==> src/sv/bta_pkg.sv <==
// ----------------------------------------------------------------------------
// Block transfer address sequencer package
// Shared types, codes and constants for the block transfer address sequencer.
// ----------------------------------------------------------------------------
package bta_pkg;

  localparam int unsigned AddrW = 16;
  localparam int unsigned LenW  = 16;

  // Effective length used when a start transfer carries a length of zero.
  localparam logic [LenW-1:0] LenZeroSubst = 16'hFFFF;

  // Input tdata packing: mode, source, destination, length, zero padding.
  localparam int unsigned InFieldsW = 1 + AddrW + AddrW + LenW;
  localparam int unsigned InTdataW  = ((InFieldsW + 7) / 8) * 8;
  localparam int unsigned InPadW    = InTdataW - InFieldsW;

  // Output tdata packing: source, destination, total length.
  localparam int unsigned OutTdataW = AddrW + AddrW + LenW;

  // Item kind carried on the input tuser.
  typedef enum logic {
    ACT_START = 1'b0,
    ACT_STEP  = 1'b1
  } action_e;

  // Pointer movement pattern selected at start.
  typedef enum logic {
    MODE_ALT_SRC = 1'b0,
    MODE_ALT_DST = 1'b1
  } mode_e;

  // One input item.
  typedef struct packed {
    action_e          action;
    mode_e            mode;
    logic [AddrW-1:0] source_start;
    logic [AddrW-1:0] destination_start;
    logic [LenW-1:0]  length_start;
  } item_t;

  // One result item.
  typedef struct packed {
    logic             copy_valid;
    logic [AddrW-1:0] source_address;
    logic [AddrW-1:0] destination_address;
    logic             last;
    logic [LenW-1:0]  reported_length;
  } result_t;

  // Sequencer state carried from one item to the next.
  typedef struct packed {
    logic [AddrW-1:0] source_pointer;
    logic [AddrW-1:0] destination_pointer;
    logic [LenW-1:0]  remaining;
    logic             alternate_up;
    mode_e            mode_in_use;
  } seq_state_t;

endpackage

==> src/sv/bta_step_logic.sv <==
// ----------------------------------------------------------------------------
// Block transfer step logic
// Computes the result of one item and the sequencer state that follows it.
// ----------------------------------------------------------------------------
module bta_step_logic (
  input  bta_pkg::item_t      item_i,
  input  bta_pkg::seq_state_t state_i,
  output bta_pkg::result_t    result_o,
  output bta_pkg::seq_state_t state_o
);

  logic [bta_pkg::LenW-1:0] eff_len;
  logic                     src_up;
  logic                     dst_up;

  // Zero length at start means the maximum count.
  assign eff_len = (item_i.length_start == '0) ? bta_pkg::LenZeroSubst
                                               : item_i.length_start;

  // The alternating pointer follows alternate_up, the other one always counts up.
  assign src_up = (state_i.mode_in_use == bta_pkg::MODE_ALT_SRC) ? state_i.alternate_up : 1'b1;
  assign dst_up = (state_i.mode_in_use == bta_pkg::MODE_ALT_DST) ? state_i.alternate_up : 1'b1;

  // Start loads the state, a step while busy names one copy and moves on.
  always_comb begin
    result_o = '0;
    state_o  = state_i;
    if (item_i.action == bta_pkg::ACT_START) begin
      state_o.source_pointer      = item_i.source_start;
      state_o.destination_pointer = item_i.destination_start;
      state_o.remaining           = eff_len;
      state_o.alternate_up        = 1'b1;
      state_o.mode_in_use         = item_i.mode;
      result_o.reported_length    = eff_len;
    end else if (state_i.remaining != '0) begin
      result_o.copy_valid          = 1'b1;
      result_o.source_address      = state_i.source_pointer;
      result_o.destination_address = state_i.destination_pointer;
      result_o.last                = (state_i.remaining == bta_pkg::LenW'(1));
      state_o.source_pointer       = src_up ? state_i.source_pointer + bta_pkg::AddrW'(1)
                                            : state_i.source_pointer - bta_pkg::AddrW'(1);
      state_o.destination_pointer  = dst_up ? state_i.destination_pointer + bta_pkg::AddrW'(1)
                                            : state_i.destination_pointer - bta_pkg::AddrW'(1);
      state_o.alternate_up         = ~state_i.alternate_up;
      state_o.remaining            = state_i.remaining - bta_pkg::LenW'(1);
    end
  end

endmodule

==> src/sv/block_transfer_address_sequencer.sv <==
// ----------------------------------------------------------------------------
// Block transfer address sequencer
// Generates source and destination address pairs for block move instructions.
// ----------------------------------------------------------------------------
// Usage: each input transfer on the s_axis side is either a start (tuser 0),
// which loads source, destination, length and mode, or a step (tuser 1),
// which asks for the next byte copy. Every input transfer yields exactly one
// output transfer on the m_axis side: a start reports the effective length,
// a step while busy names one copy (tuser 1, tlast on the final copy), and a
// step while idle returns an all-zero result with tuser 0.
// The result is offered once the item has passed through the input register
// and the step logic has fed the result register. Throughput is one item per
// cycle while the receiver does not stall, as the state register is updated
// once per item.
// Reset clears the valid flags of both registers, the pointers and the
// remaining count, and leaves the block idle. When the receiver stalls, the
// result register holds, the input register takes one more item, and tready
// then drops until the result is taken.
// ----------------------------------------------------------------------------
module block_transfer_address_sequencer (
  input  logic                           clk_i,
  input  logic                           rst_ni,
  input  logic                           s_axis_tvalid,
  output logic                           s_axis_tready,
  // tdata: mode, source_start, destination_start, length_start, zero padding
  input  logic [bta_pkg::InTdataW-1:0]   s_axis_tdata,
  // tuser: action
  input  logic                           s_axis_tuser,
  output logic                           m_axis_tvalid,
  input  logic                           m_axis_tready,
  // tdata: source_address, destination_address, reported_length
  output logic [bta_pkg::OutTdataW-1:0]  m_axis_tdata,
  // tuser: copy_valid
  output logic                           m_axis_tuser,
  output logic                           m_axis_tlast
);

  localparam int unsigned A = bta_pkg::AddrW;

  bta_pkg::item_t      item_q;
  logic                in_valid_q;
  bta_pkg::result_t    res_q;
  bta_pkg::result_t    res_d;
  logic                out_valid_q;
  bta_pkg::seq_state_t state_q;
  bta_pkg::seq_state_t state_d;
  logic                advance;
  logic                in_xfer;

  // The held item moves on when the result register is free or being emptied.
  assign advance       = in_valid_q && (!out_valid_q || m_axis_tready);
  assign s_axis_tready = !in_valid_q || advance;
  assign in_xfer       = s_axis_tvalid && s_axis_tready;

  // Input register.
  always_ff @(posedge clk_i or negedge rst_ni) begin
    if (!rst_ni) begin
      in_valid_q <= 1'b0;
    end else if (s_axis_tready) begin
      in_valid_q <= s_axis_tvalid;
    end
  end

  always_ff @(posedge clk_i) begin
    if (in_xfer) begin
      item_q.action            <= bta_pkg::action_e'(s_axis_tuser);
      item_q.mode              <= bta_pkg::mode_e'(s_axis_tdata[0]);
      item_q.source_start      <= s_axis_tdata[A:1];
      item_q.destination_start <= s_axis_tdata[2*A:A+1];
      item_q.length_start      <= s_axis_tdata[2*A+bta_pkg::LenW:2*A+1];
    end
  end

  // Result and next state for the held item.
  bta_step_logic u_step (
    .item_i   (item_q),
    .state_i  (state_q),
    .result_o (res_d),
    .state_o  (state_d)
  );

  // Sequencer state, updated once per item.
  always_ff @(posedge clk_i or negedge rst_ni) begin
    if (!rst_ni) begin
      state_q.source_pointer      <= '0;
      state_q.destination_pointer <= '0;
      state_q.remaining           <= '0;
      state_q.alternate_up        <= 1'b1;
      state_q.mode_in_use         <= bta_pkg::MODE_ALT_SRC;
    end else if (advance) begin
      state_q <= state_d;
    end
  end

  // Result register.
  always_ff @(posedge clk_i or negedge rst_ni) begin
    if (!rst_ni) begin
      out_valid_q <= 1'b0;
    end else if (advance) begin
      out_valid_q <= 1'b1;
    end else if (m_axis_tready) begin
      out_valid_q <= 1'b0;
    end
  end

  always_ff @(posedge clk_i) begin
    if (advance) begin
      res_q <= res_d;
    end
  end

  assign m_axis_tvalid = out_valid_q;
  assign m_axis_tdata  = {res_q.reported_length, res_q.destination_address,
                          res_q.source_address};
  assign m_axis_tuser  = res_q.copy_valid;
  assign m_axis_tlast  = res_q.last;

endmodule

==> config.mk <==
export PLATFORM = sky130hd
export DESIGN_NAME = block_transfer_address_sequencer
export DESIGN_NICKNAME = d
export VERILOG_FILES = /design/src/sv/bta_pkg.sv /design/src/sv/bta_step_logic.sv /design/src/sv/block_transfer_address_sequencer.sv
export SDC_FILE = /design/constraint.sdc
export NUM_CORES = 1
export LEC_CHECK = 0
export BUFFER_PORTS_ARGS = -buffer_cell sky130_fd_sc_hd__buf_2
export CAP_MARGIN = 0
export CORE_MARGIN = 1
export CORE_UTILIZATION = 35
export DETAILED_ROUTE_END_ITERATION = 6
export HOLD_SLACK_MARGIN = 0.08
export PLACE_DENSITY_LB_ADDON = 0.12
export SLEW_MARGIN = 20
export SYNTH_ARGS = -nofsm -noshare
export SYNTH_HDL_FRONTEND = slang
export SYNTH_SLANG_ARGS = --single-unit
==> constraint.sdc <==
create_clock -name clk_i -period 4.45 [get_ports clk_i]
set_clock_uncertainty 0.2 [all_clocks]
set_input_delay 1.1125 -clock clk_i [delete_from_list [all_inputs] [get_ports clk_i]]
set_output_delay 1.1125 -clock clk_i [all_outputs]
set_load 0.01 [all_outputs]
==> impl_metrics.yaml <==
run_status:
  status: "completed"
synth:
  synth_ff_type: "edfxtp_1"
  syn_area_sq_um: 7301
  ys_seq_area_share_pct: 58.97
  synth_area_leaders: "edfxtp_1, dfrtp_1, mux2i_1"
  postSynthAreaPerCell_sq_um: 10.70
  synth_top_area_share_pct: 41.13
  syn-instance-count: 682
  synth_fp_nets: 748
  synth_common_cells: "edfxtp_1, nor2_1, nand2_1"
  synthArstFlopShare_pct: 34.21
  synth_cell_type_count: 62
  ys_ff_latch: 152
  synth_edf_count: 100
  yosysMostFrequentCell: "edfxtp_1"
  synth_warnings: 0
  synth_top_area_cell: "edfxtp_1"
routing:
  vias: 5578
  wl_per_cell_um: 17.42
  antenna_left: 0
  vias_per_cell: 5.353
  remaining_drc_errors: 0
  wl_mm: 18.15
  drt_first_pass_iters: 5
  drtIter0Drc: 482
floorplanning:
  start_util_pct: 35.85
  core_area_sq_um: 20360
  die-area_sq_um: 21440
  rows: 52
  die_height_um: 146.4
  io-pin-count: 113
  die_w_um: 146.4
cts:
  clk_transition_reported_paths_ps: 60
  cts_buffer_depth: 2
  postCtsHoldBufs: 0
  post-cts-setup-buffer-count: 0
  clkLatencyLatePin_ps: 430
  cts_tree: "yes"
  cts-root-buf: "clkbuf_16"
  htreeDepth: 4
  cts_buffers: 17
  cts_num_sinks: 152
  postCtsResizedCells: 0
job:
  maxCapViolCount: 0
pwr:
  ir_drop_v: 0.0002523
  power_leakage_nw: 3.389
  power_density_nw_per_um2: 519.1
global_routing:
  grtUsageMet1_pct: 24.02
  grt_max_degree: 89
  gr-usage-met2_pct: 28.81
  grt.total_usage_pct: 17.96
  grt_pass1_vias: 5679
  antenna_found_initial: 0
  grt_first_pass_wirelength_mm: 29.97
  grt_busiest_layer: "met2"
  grt-ovfl-total: 0
  use_met3_pct: 3.750
placed_design:
  post-place-cells: 1010
  dpl.hpwl_mm: 11.64
  dpl-instance-area_sq_um: 8014
  port_buffers: 105
  gp_congestion: 0.8472
timing:
  fin_tns_setup_ps: 0
  rsz0062_at_grt: "no"
  min_period_ps: 3258
  maxSlewViolCount: 0
  tightest_slew_ps: 837.2
  fmax_mhz: 306.9
  hold_viol: 0
  relSlewSlack_pct: 43.40
  setup_viol: 0
  hold_ws_ps: 303.3
  fin_crit_sh_pct: 73.22
worst_setup_path:
  critPathMaxStageDelay_ps: 620
  worstPathMaxFanout: 13
  worst_setup_path_start_kind: "flop"
  path_cells: "or2b_1, xnor2_1, ha_1, nand2_1, or4_1, nor3_1, mux2_2, nand4_1, nor3b_1"
  worstSetupEndpointType: "flop"
  critical_path_required_ps: 4560
  crit_type: "flop to flop"
  cp_slowest_cell: "or4_1"
  cp.arrival_ps: 3370
final_layout:
  syn2layout_area_growth_pct: 18.44
  layout-drive-gt1-share_pct: 20.47
  fin_nets: 825
  diodes: 0
  fillers: 1942
  fin_cells: 1042
  design_area_sq_um: 8647
hold_path:
  hp-class: "flop to flop"
-- final cells by class --
| type | count | area (sq um) | share of cell area (%) |
|---|---|---|---|
| Tap cell | 270 | 337.8 | 3.907 |
| Multi-Input combinational cell | 466 | 2736 | 31.65 |
| Clock inverter | 14 | 203.9 | 2.359 |
| Inverter | 9 | 36.28 | 0.4196 |
| Timing Repair Buffer | 113 | 598.1 | 6.917 |
| Sequential cell | 152 | 4305 | 49.79 |
| Clock buffer | 18 | 429.2 | 4.963 |
-- critical path, delay by kind of cell, from the launching register on --
family / cells / cell delay [ps]
xor+xnor: 1 / 180
mux: 1 / 200
fa+ha+maj: 1 / 360
simple gates: 6 / 1610
flops: 1 / 610
-- state kept, by name (all words and copies together) (netlist names) --
signal	count
m_axis_tuser	1
m_axis_tlast	1
m_axis_tvalid	1
state_q	50
item_q	50
m_axis_tdata	48
in_valid_q	1
-- report_power, final --
part / switching, W / internal (W)
Sequential: 0.000302 / 0.00175
Clock: 0.000573 / 0.000988
Combinational: 0.000510 / 0.000360
Total: 0.00139 / 0.00310
-- placed cells by master, fill, tap and decap left out, types with 3 or more instances in the layout --
cell type  count
a21oi_1       49
a31oi_1       11
and3_1        31
and4_1         5
buf_2        105
buf_4          7
bufinv_16      5
clkbuf_16     17
clkinv_1       4
dfrtp_1       51
edfxtp_1     100
ha_1           5
inv_1          8
mux2i_1       30
nand2_1       60
nand2b_1       5
nand3_1       16
nand4_1       13
nor2_1        70
nor3_1        30
nor3b_1        5
nor4_1        15
nor4b_1        4
o21ai_0       29
o21ai_1        3
o22ai_1       29
o31ai_1        3
or3_1          7
or4_1          6
-- metrics by stage --
step / total power (W) / utilization (%) / setup slack (ps)
after detailed placement: 0.002946 / 39.35 / 936.5
after global routing: 0.004733 / 42.46 / 988.5
after global placement: 0.002916 / 39.35 / 1008
final: 0.004488 / 42.46 / 1192
after floorplan: 0.002656 / - / 811.4
after CTS: 0.004524 / 42.46 / 1213
-- routing by layer --
layer,vias to the layer above,routed length [um]
met4,0,250
met2,160,8587
met1,2680,8430
met5,-,0
li1,2715,-
met3,23,882
-- path summary, 6_finish.rpt --
path	start	endpoint	slack (ps)	cells past startpoint
worst max-delay path	state_q[1]$_DFFE_PN1P_	state_q[32]$_DFFE_PN0P_	1190	9
worst min-delay path	in_valid_q$_DFFE_PN0N_	m_axis_tvalid$_DFFE_PN0P_	300	1
worst max register to register	state_q[1]$_DFFE_PN1P_	state_q[32]$_DFFE_PN0P_	1190	9
worst min register to register	in_valid_q$_DFFE_PN0N_	m_axis_tvalid$_DFFE_PN0P_	300	1
max in group asynchronous	rst_ni	state_q[1]$_DFFE_PN1P_	2600	2
min in group asynchronous	rst_ni	state_q[38]$_DFFE_PN0P_	580	1
-- cell families after synthesis --
group	Yosys count	share of synthesized area (%)
fa+ha+maj	5	0.8569
xor+xnor	3	0.3600
buf+inv	64	3.565
compound gates	139	11.14
mux	32	4.422
flops	152	58.97
simple gates	287	20.69
Note: power is estimated with default switching activity, not from simulation.
